==> src/rtl/tti_pkg.sv <==
// Shared types, character codes and helper functions of the text to integer parser.
// No dependencies; every other file of the block imports this package.
package tti_pkg;

  // Default limit of the consumed character count
  localparam int unsigned MAX_CHARS_DEF = 1023;

  // Field widths
  localparam int unsigned CharW  = 8;
  localparam int unsigned BaseW  = 6;
  localparam int unsigned ValueW = 64;
  localparam int unsigned OffW   = 10;
  localparam int unsigned DigitW = 7;

  // Stream data widths, padded to whole bytes
  localparam int unsigned InDataW  = 8;
  localparam int unsigned OutDataW = 80;

  // Configuration register indexes
  localparam int unsigned CfgIdxW = 1;
  localparam logic [CfgIdxW-1:0] CFG_NUMBER_BASE = 1'd0;
  localparam logic [CfgIdxW-1:0] CFG_SIGNED_MODE = 1'd1;

  // Character codes
  localparam logic [CharW-1:0] CHAR_SPACE = 8'h20;
  localparam logic [CharW-1:0] CHAR_ZERO  = 8'h30;
  localparam logic [CharW-1:0] CHAR_NINE  = 8'h39;
  localparam logic [CharW-1:0] CHAR_LC_A  = 8'h61;
  localparam logic [CharW-1:0] CHAR_LC_Z  = 8'h7a;
  localparam logic [CharW-1:0] CHAR_UC_A  = 8'h41;
  localparam logic [CharW-1:0] CHAR_UC_Z  = 8'h5a;
  localparam logic [CharW-1:0] CHAR_LC_X  = 8'h78;
  localparam logic [CharW-1:0] CHAR_UC_X  = 8'h58;
  localparam logic [CharW-1:0] CHAR_MINUS = 8'h2d;
  localparam logic [CharW-1:0] CHAR_PLUS  = 8'h2b;
  localparam logic [CharW-1:0] CHAR_TAB   = 8'h09;
  localparam logic [CharW-1:0] CHAR_CR    = 8'h0d;

  // Radix values
  localparam logic [BaseW-1:0] BASE_AUTO = 6'd0;
  localparam logic [BaseW-1:0] BASE_OCT  = 6'd8;
  localparam logic [BaseW-1:0] BASE_DEC  = 6'd10;
  localparam logic [BaseW-1:0] BASE_HEX  = 6'd16;

  // Marks a character that is no digit in any radix
  localparam logic [DigitW-1:0] DIGIT_NONE = 7'd64;

  // Parse phases, one-hot
  typedef enum logic [5:0] {
    PH_SIGN   = 6'b000001,
    PH_PLUS   = 6'b000010,
    PH_PREFIX = 6'b000100,
    PH_ZERO   = 6'b001000,
    PH_DIGITS = 6'b010000,
    PH_DONE   = 6'b100000
  } tti_phase_e;

  // One accepted input transaction
  typedef struct packed {
    logic [CharW-1:0] char_code;
    logic             last_char;
  } tti_item_t;

  // One result
  typedef struct packed {
    logic [ValueW-1:0] parsed_value;
    logic [OffW-1:0]   end_offset;
    logic              offset_saturated;
  } tti_result_t;

  // Space and the control codes tab through carriage return
  function automatic logic is_blank(input logic [CharW-1:0] c);
    return (c == CHAR_SPACE) || (c inside {[CHAR_TAB:CHAR_CR]});
  endfunction

  // Digit value of an alphanumeric character, DIGIT_NONE otherwise
  function automatic logic [DigitW-1:0] digit_of(input logic [CharW-1:0] c);
    logic [CharW-1:0] diff;
    diff = '0;
    if (c inside {[CHAR_ZERO:CHAR_NINE]}) begin
      diff = c - CHAR_ZERO;
    end else if (c inside {[CHAR_LC_A:CHAR_LC_Z]}) begin
      diff = c - CHAR_LC_A + 8'd10;
    end else if (c inside {[CHAR_UC_A:CHAR_UC_Z]}) begin
      diff = c - CHAR_UC_A + 8'd10;
    end else begin
      diff = {1'b0, DIGIT_NONE};
    end
    return diff[DigitW-1:0];
  endfunction

endpackage

==> src/rtl/tti_in_stage.sv <==
// Input register of the parser: holds one character transaction for the step logic.
// Depends on tti_pkg.
module tti_in_stage (
  input  logic                     clk_i,
  input  logic                     rst_ni,
  input  logic                     in_valid_i,
  output logic                     in_ready_o,
  input  tti_pkg::tti_item_t       in_item_i,
  output logic                     item_valid_o,
  output tti_pkg::tti_item_t       item_o,
  input  logic                     item_take_i
);
  import tti_pkg::*;

  logic      valid_q, valid_d;
  tti_item_t item_q;

  // Accept when empty or when the held item moves on in this cycle
  assign in_ready_o = !valid_q || item_take_i;

  always_comb begin
    valid_d = valid_q;
    if (in_ready_o) begin
      valid_d = in_valid_i;
    end
  end

  always_ff @(posedge clk_i or negedge rst_ni) begin
    if (!rst_ni) begin
      valid_q <= 1'b0;
    end else begin
      valid_q <= valid_d;
    end
  end

  // Load payload on each accepted transaction
  always_ff @(posedge clk_i) begin
    if (in_ready_o && in_valid_i) begin
      item_q <= in_item_i;
    end
  end

  assign item_valid_o = valid_q;
  assign item_o       = item_q;

endmodule

==> src/rtl/tti_core.sv <==
// Parse state and per-character step logic of the parser, plus the configuration registers.
// Depends on tti_pkg.
module tti_core #(
  parameter int unsigned MaxChars = tti_pkg::MAX_CHARS_DEF
) (
  input  logic                          clk_i,
  input  logic                          rst_ni,
  input  logic                          cfg_we_i,
  input  logic [tti_pkg::CfgIdxW-1:0]   cfg_idx_i,
  input  logic [tti_pkg::BaseW-1:0]     cfg_data_i,
  input  logic                          item_valid_i,
  input  tti_pkg::tti_item_t            item_i,
  output logic                          item_take_o,
  input  logic                          out_busy_i,
  output logic                          res_valid_o,
  output tti_pkg::tti_result_t          res_o
);
  import tti_pkg::*;

  localparam int unsigned PosW = $clog2(MaxChars + 1);
  localparam logic [PosW-1:0] PosMax = PosW'(MaxChars);

  typedef struct packed {
    logic [PosW-1:0] pos;
    logic            clamped;
  } tti_pos_t;

  // Count one consumed character, clamping at the limit
  function automatic tti_pos_t advance(input tti_pos_t p);
    tti_pos_t r;
    r = p;
    if (p.pos < PosMax) begin
      r.pos = p.pos + 1'b1;
    end else begin
      r.clamped = 1'b1;
    end
    return r;
  endfunction

  // Configuration registers
  logic [BaseW-1:0] number_base_q;
  logic             signed_mode_q;

  always_ff @(posedge clk_i or negedge rst_ni) begin
    if (!rst_ni) begin
      number_base_q <= BASE_AUTO;
      signed_mode_q <= 1'b0;
    end else if (cfg_we_i) begin
      case (cfg_idx_i)
        CFG_NUMBER_BASE: number_base_q <= cfg_data_i;
        CFG_SIGNED_MODE: signed_mode_q <= cfg_data_i[0];
        default: ;
      endcase
    end
  end

  // Parse state
  tti_phase_e        phase_q, phase_d;
  logic [BaseW-1:0]  base_q, base_d;
  logic [ValueW-1:0] acc_q, acc_d;
  logic              minus_q, minus_d;
  tti_pos_t          pos_q, pos_d;

  // A final character needs a free result register
  assign item_take_o = item_valid_i && (!item_i.last_char || !out_busy_i);

  // Step logic for one character
  always_comb begin
    logic [CharW-1:0]  c;
    logic [DigitW-1:0] d;
    logic              fin;
    tti_phase_e        ph;
    logic [BaseW-1:0]  base;
    logic [ValueW-1:0] acc;
    logic              minus;
    tti_pos_t          pos;
    c     = item_i.char_code;
    d     = digit_of(c);
    fin   = 1'b0;
    ph    = phase_q;
    base  = base_q;
    acc   = acc_q;
    minus = minus_q;
    pos   = pos_q;

    // Leading blanks, then one sign in signed mode
    if (ph == PH_SIGN) begin
      if (is_blank(c)) begin
        pos = advance(pos);
        fin = 1'b1;
      end else begin
        ph = PH_PLUS;
        if (signed_mode_q && (c == CHAR_MINUS || c == CHAR_PLUS)) begin
          if (c == CHAR_MINUS) begin
            minus = 1'b1;
          end
          pos = advance(pos);
          fin = 1'b1;
        end
      end
    end
    // Blanks again, then an optional plus
    if (!fin && ph == PH_PLUS) begin
      if (is_blank(c)) begin
        pos = advance(pos);
        fin = 1'b1;
      end else begin
        ph = PH_PREFIX;
        if (c == CHAR_PLUS) begin
          pos = advance(pos);
          fin = 1'b1;
        end
      end
    end
    // Decide the radix; a leading zero is held for a possible 0x
    if (!fin && ph == PH_PREFIX) begin
      if ((number_base_q == BASE_AUTO || number_base_q == BASE_HEX) && c == CHAR_ZERO) begin
        base = (number_base_q == BASE_AUTO) ? BASE_OCT : BASE_HEX;
        ph   = PH_ZERO;
        fin  = 1'b1;
      end else begin
        base = (number_base_q == BASE_AUTO) ? BASE_DEC : number_base_q;
        ph   = PH_DIGITS;
      end
    end
    // After the held zero: take x as hex prefix, else count the zero as a digit
    if (!fin && ph == PH_ZERO) begin
      if (c == CHAR_LC_X || c == CHAR_UC_X) begin
        base = BASE_HEX;
        pos  = advance(advance(pos));
        ph   = PH_DIGITS;
        fin  = 1'b1;
      end else begin
        acc = '0;
        pos = advance(pos);
        ph  = PH_DIGITS;
      end
    end
    // Accumulate digits below the radix, stop at anything else
    if (!fin && ph == PH_DIGITS) begin
      if (d < {1'b0, base}) begin
        acc = acc * {{(ValueW-BaseW){1'b0}}, base} + {{(ValueW-DigitW){1'b0}}, d};
        pos = advance(pos);
      end else begin
        ph = PH_DONE;
      end
    end
    // String ends on the held zero: it is a digit
    if (item_i.last_char && ph == PH_ZERO) begin
      acc = '0;
      pos = advance(pos);
    end

    phase_d = ph;
    base_d  = base;
    acc_d   = acc;
    minus_d = minus;
    pos_d   = pos;
  end

  // Build the result from the stepped state
  always_comb begin
    logic [OffW+PosW-1:0] pos_ext;
    pos_ext                = {{OffW{1'b0}}, pos_d.pos};
    res_valid_o            = item_take_o && item_i.last_char;
    res_o.parsed_value     = (signed_mode_q && minus_d) ? (ValueW'(0) - acc_d) : acc_d;
    res_o.end_offset       = pos_ext[OffW-1:0];
    res_o.offset_saturated = pos_d.clamped;
  end

  // Advance on each taken character, clear after a result
  always_ff @(posedge clk_i or negedge rst_ni) begin
    if (!rst_ni) begin
      phase_q <= PH_SIGN;
      base_q  <= '0;
      acc_q   <= '0;
      minus_q <= 1'b0;
      pos_q   <= '0;
    end else if (item_take_o) begin
      if (item_i.last_char) begin
        phase_q <= PH_SIGN;
        base_q  <= '0;
        acc_q   <= '0;
        minus_q <= 1'b0;
        pos_q   <= '0;
      end else begin
        phase_q <= phase_d;
        base_q  <= base_d;
        acc_q   <= acc_d;
        minus_q <= minus_d;
        pos_q   <= pos_d;
      end
    end
  end

endmodule

==> src/rtl/tti_out_stage.sv <==
// Result register of the parser: holds one result transaction until the receiver takes it.
// Depends on tti_pkg.
module tti_out_stage (
  input  logic                              clk_i,
  input  logic                              rst_ni,
  input  logic                              res_valid_i,
  input  tti_pkg::tti_result_t              res_i,
  output logic                              out_busy_o,
  output logic                              out_valid_o,
  input  logic                              out_ready_i,
  output logic [tti_pkg::OutDataW-1:0]      out_data_o
);
  import tti_pkg::*;

  logic        valid_q, valid_d;
  tti_result_t res_q;

  // Occupied and not drained in this cycle
  assign out_busy_o = valid_q && !out_ready_i;

  always_comb begin
    valid_d = valid_q;
    if (res_valid_i) begin
      valid_d = 1'b1;
    end else if (out_ready_i) begin
      valid_d = 1'b0;
    end
  end

  always_ff @(posedge clk_i or negedge rst_ni) begin
    if (!rst_ni) begin
      valid_q <= 1'b0;
    end else begin
      valid_q <= valid_d;
    end
  end

  always_ff @(posedge clk_i) begin
    if (res_valid_i) begin
      res_q <= res_i;
    end
  end

  // Pack value, offset and saturation flag from the lowest bit up
  assign out_valid_o = valid_q;
  assign out_data_o  = {{(OutDataW-ValueW-OffW-1){1'b0}},
                        res_q.offset_saturated, res_q.end_offset, res_q.parsed_value};

endmodule

==> src/rtl/text_to_integer_parser.sv <==
// Text to integer parser, top level: stream in characters, stream out one value per string.
// Depends on tti_pkg, tti_in_stage, tti_core and tti_out_stage.
//
// Usage:
//   The slave stream carries one character per transaction in s_axis_tdata; s_axis_tlast
//   marks the final character of a string. Each string yields one transaction on the
//   master stream: the parsed 64-bit value, the consumed character count and a flag
//   that the count clamped at MaxChars.
//   The configuration port writes the radix (index 0) and signed mode (index 1) on any
//   clock with cfg_we_i high; write it only while no string is in flight.
// Flow:
//   One character per cycle while no final character waits for the result register.
//   A final character passes from the input register through the step logic into the
//   result register, which drives the master side. Each character is stepped through
//   one 64x6 multiply-add between the input and result registers.
// Reset:
//   Clears the parse state, both stages and the configuration (radix 0, unsigned).
// Stall:
//   A waiting result holds in the result register; ordinary characters still flow in.
//   A final character waits in the input register until the result register frees up,
//   and the slave side then backs up by one transaction.
module text_to_integer_parser #(
  parameter int unsigned MaxChars = tti_pkg::MAX_CHARS_DEF
) (
  input  logic                              clk_i,
  input  logic                              rst_ni,
  input  logic                              cfg_we_i,
  input  logic [tti_pkg::CfgIdxW-1:0]       cfg_idx_i,
  input  logic [tti_pkg::BaseW-1:0]         cfg_data_i,
  input  logic                              s_axis_tvalid,
  output logic                              s_axis_tready,
  // [7:0] char_code
  input  logic [tti_pkg::InDataW-1:0]       s_axis_tdata,
  input  logic                              s_axis_tlast,
  output logic                              m_axis_tvalid,
  input  logic                              m_axis_tready,
  // [63:0] parsed_value, [73:64] end_offset, [74] offset_saturated, [79:75] zero
  output logic [tti_pkg::OutDataW-1:0]      m_axis_tdata
);
  import tti_pkg::*;

  tti_item_t   in_item;
  tti_item_t   item;
  logic        item_valid;
  logic        item_take;
  logic        out_busy;
  logic        res_valid;
  tti_result_t res;

  assign in_item.char_code = s_axis_tdata[CharW-1:0];
  assign in_item.last_char = s_axis_tlast;

  tti_in_stage u_in_stage (
    .clk_i        (clk_i),
    .rst_ni       (rst_ni),
    .in_valid_i   (s_axis_tvalid),
    .in_ready_o   (s_axis_tready),
    .in_item_i    (in_item),
    .item_valid_o (item_valid),
    .item_o       (item),
    .item_take_i  (item_take)
  );

  tti_core #(
    .MaxChars (MaxChars)
  ) u_core (
    .clk_i        (clk_i),
    .rst_ni       (rst_ni),
    .cfg_we_i     (cfg_we_i),
    .cfg_idx_i    (cfg_idx_i),
    .cfg_data_i   (cfg_data_i),
    .item_valid_i (item_valid),
    .item_i       (item),
    .item_take_o  (item_take),
    .out_busy_i   (out_busy),
    .res_valid_o  (res_valid),
    .res_o        (res)
  );

  tti_out_stage u_out_stage (
    .clk_i       (clk_i),
    .rst_ni      (rst_ni),
    .res_valid_i (res_valid),
    .res_i       (res),
    .out_busy_o  (out_busy),
    .out_valid_o (m_axis_tvalid),
    .out_ready_i (m_axis_tready),
    .out_data_o  (m_axis_tdata)
  );

endmodule

==> config.mk <==
export PLATFORM = sky130hd
export DESIGN_NAME = text_to_integer_parser
export DESIGN_NICKNAME = d
export VERILOG_FILES = /design/src/rtl/tti_pkg.sv /design/src/rtl/tti_in_stage.sv /design/src/rtl/tti_core.sv /design/src/rtl/tti_out_stage.sv /design/src/rtl/text_to_integer_parser.sv
export SDC_FILE = /design/constraint.sdc
export NUM_CORES = 1
export LEC_CHECK = 0
export CAP_MARGIN = 10
export CORE_MARGIN = 2
export CORE_UTILIZATION = 50
export DETAILED_ROUTE_END_ITERATION = 10
export DONT_BUFFER_PORTS = 1
export GPL_TIMING_DRIVEN = 0
export PLACE_DENSITY = 0.74
export SYNTH_ARGS = -nofsm -noshare
export SYNTH_HDL_FRONTEND = slang
export SYNTH_SLANG_ARGS = --single-unit
==> constraint.sdc <==
create_clock -name clk_i -period 14.7 [get_ports clk_i]
set_input_delay 2.94 -clock clk_i [delete_from_list [all_inputs] [get_ports clk_i]]
set_output_delay 2.94 -clock clk_i [all_outputs]
set_load 0.05 [all_outputs]
==> results.toml <==
[run_status]
status = "complete, no violations"

[finish]
post-route-util_pct = 53.6
regArea_um2 = 4950
post_route_cells_drive_above_1_share_pct = 5.96
diodes = 0
final_area_um2 = 25400
multiInputGateArea_um2 = 18000
fill_cells = 4429
area_delta_synth_final_pct = 6.30
final_nets = 3199

[clock_tree]
clk_pin_slew_ps = 80
cts_max_level = 4
cts_made_buffers = 17
clk_latency_ps = 510
cts_root_buf = "clkbuf_16"
cts_tree = "built"
cts_sinks = 181
clockBufferDepth = 2
hold_buffers = 0

[yosys]
synthSimpleGateAreaFrac_pct = 21.3
synth_compound_area_share_pct = 19.1
yosysWarnings = 0
synth_top_family_by_area = "adder cells"
async_flop_share_pct = 53.6
synth.most_common_cell = "nor2_1"
ys_types = 121
ys_ff_latch = 181
synth_common_cells = "nor2_1, fa_1, nand2_1"
synthCells = 2767
synthDominantCellAreaShare_pct = 20.2
netlist_area_um2 = 23900
synth.area.mux_share_pct = 1.26
synth_ff_type = "dfrtp_1"
synth.largest_area_cell = "fa_1"
yosysSeqAreaShare_pct = 20.7
synthAdderAreaFrac_pct = 28.0
synthTopCellsByArea = "fa_1, edfxtp_1, dfrtp_1, ha_1, nor2_1"
synth-edff-count = 84
synth_xor_xnor_area_share_pct = 5.12
syn_area_per_cell_um2 = 8.65

[hold_path]
hold_class = "reg -> reg"

[run]
max_cap_viol_count = 0

[timing]
relSlewSlack_pct = 17.2
setup_violations = 0
rsz0062_at_grt = "no"
report.final.slew_viol_count = 0
worstMarginPinSlew_ps = 1240
final-hold-violation-count = 0
finalCriticalPeriod_ps = 14110
fin_worst_skew_ps = 16.9
whs_ps = 490
post-route-period-util_pct = 96.0
fmax_mhz = 70.8

[placement]
gp_congestion = 0.985
port_buffers = 0
placed_area_um2 = 24800
dp_hpwl_um = 63800

[setup_path]
crit_fanout = 28
crit_family = "compound AO/OA/AOI/OAI gates"
crit_required_ps = 14930
crit_path_start_kind = "flip-flop"
critPathMaxStageDelay_ps = 600
arrival_ps = 14350
cp_num_buf_inv = 14
end_kind = "flip-flop"
path_class = "reg -> reg"
crit_path_top_delay_cell = "a2111oi_1"
critPathMostFrequentCell = "buf_2"

[power]
internal_power_uw = 1050
clkPwrFrac_pct = 21.2
switching_share_pct = 54.9
p_comb_share_pct = 51.7
switching_power_uw = 1280
ir_drop_uv = 96.3
powerDensity_nw_per_um2 = 91.4
seqPwrFrac_pct = 27.1
leakage_uw = 0.0118

[floorplan]
start_util_pct = 50.4
die-width_um = 223
core_area_um2 = 47400
row_count = 80
die_h_um = 223
die-area_um2 = 49600
io-pin-count = 103

[detailed_routing]
avgRoutedWirePerCell_um = 23.8
postRouteAntennaNets = 0
totalWireLength_um = 81400
num_vias = 22300
drt_iter0_markers = 2277
dr.pass1.iters = 6
avgViaCountPerCell = 6.52
drc = 0

[global_routing]
grt_first_pass_wirelength_um = 127000
antenna_found_initial = 2
grt_pass1_vias = 22200
track_usage_pct = 33.2
grt_max_degree = 98
gr-total-overflow = 0
## final cells by class
cell class / instances / share of cell area, %
clock buffer: 17 / 1.67
clock inverter: 15 / 0.708
timing repair buffer: 3 / 0.167
inverter: 134 / 1.99
sequential: 181 / 19.5
tap: 615 / 3.03
buffer: 134 / 2.33
multi-input combinational: 2317 / 70.6
## path summary, 6_finish.rpt
kind / from / to / slack, ps / cells past startpoint
setup / recovery: u_in_stage.item_o[2] / u_out_stage.out_data_o[62] / 590 / 45
hold / removal: u_core.base_q[1] / u_core.base_q[1] / 490 / 2
setup reg to reg: u_in_stage.item_o[2] / u_out_stage.out_data_o[62] / 590 / 45
hold reg to reg: u_core.base_q[1] / u_core.base_q[1] / 490 / 2
max in group asynchronous: rst_ni / u_core.acc_q[51] / 12270 / 0
min in group asynchronous: rst_ni / u_core.minus_q / 2140 / 0
## worst min-delay path, stage by stage (launching register included)
cell and delay [ps]:
dfrtp_1 340, nand2_1 50, o21ai_0 60
## per-stage QoR
step                total power (uW)  worst slack (ps)  std cells  TNS [ps]
floorplan                       1310              2610       2771         0
global placement                1760             -3530       3386   -102720
detailed placement              1780             -2450       3389    -70580
CTS                             2260               105       3416         0
global route                    2400              56.1       3416         0
finish                          2320               585       3416         0
## power by group through the flow
stage               registers, uW  logic (uW)  clock network, uW
finish                        630        1200                493
global route                  634        1260                515
CTS                           630        1130                497
detailed placement            640        1140                  0
global placement              641        1120                  0
floorplan                     631         683                  0
## routing by layer
metal	vias to the layer above	track usage [%]	share of wire, %
li1	9796	-	-
met4	2	18.7	5.9
met2	1370	51.8	45
met5	-	0	0.012
met3	282	8.71	11
met1	10800	42.0	38
## registers in the layout, indices dropped and copies added (netlist names)
name and cells:
u_core.acc_q 64, u_core.base_q 6, u_core.minus_q 1, u_core.number_base_q 6, u_core.phase_q 6, u_core.pos_q 11
u_core.signed_mode_q 1, u_in_stage.item_o 9, u_in_stage.item_valid_o 1, u_out_stage.out_data_o 75, u_out_stage.out_valid_o 1
## logic make-up (layout without fill, tap and decap cells)
logic type	Yosys count	after routing
AO/OA/AOI/OAI	664	664
XOR/XNOR	139	139
adder cells (fa/ha/maj)	390	390
buffers and inverters	273	303
flip-flops	181	181
multiplexers	27	27
other	1	5
AND/OR/NAND/NOR	1092	1092
## cell usage in the layout (no fill, tap or decap), types with 11 or more instances in the layout
cell type	synthesis	final
a211oi_1	26	23
a21o_1	45	45
a21oi_1	145	142
a22o_1	34	34
a31oi_1	37	37
and2_1	58	58
and3_1	22	22
buf_1	31	24
buf_2	12	17
clkbuf_1	84	76
clkbuf_16	0	17
dfrtp_1	96	96
edfxtp_1	84	84
fa_1	241	241
ha_1	149	149
inv_1	132	131
mux2_2	13	13
nand2_1	241	240
nand2b_1	16	16
nand3_1	75	75
nand4_1	23	23
nor2_1	479	477
nor2b_1	13	13
nor3_1	48	48
nor4_1	17	16
o211ai_1	20	20
o21a_1	19	19
o21ai_0	145	143
o22ai_1	24	24
o31ai_1	14	13
or3_1	21	21
or4_1	11	11
xnor2_1	91	91
xor2_1	47	46
## what timing repair did
| item | CTS | global route |
|---|---|---|
| setup buffers | 0 | 0 |
| setup endpoints to repair | 69 | 19 |
| resized for setup | 10 | 21 |
No activity file was read; power rests on OpenSTA's default activity.
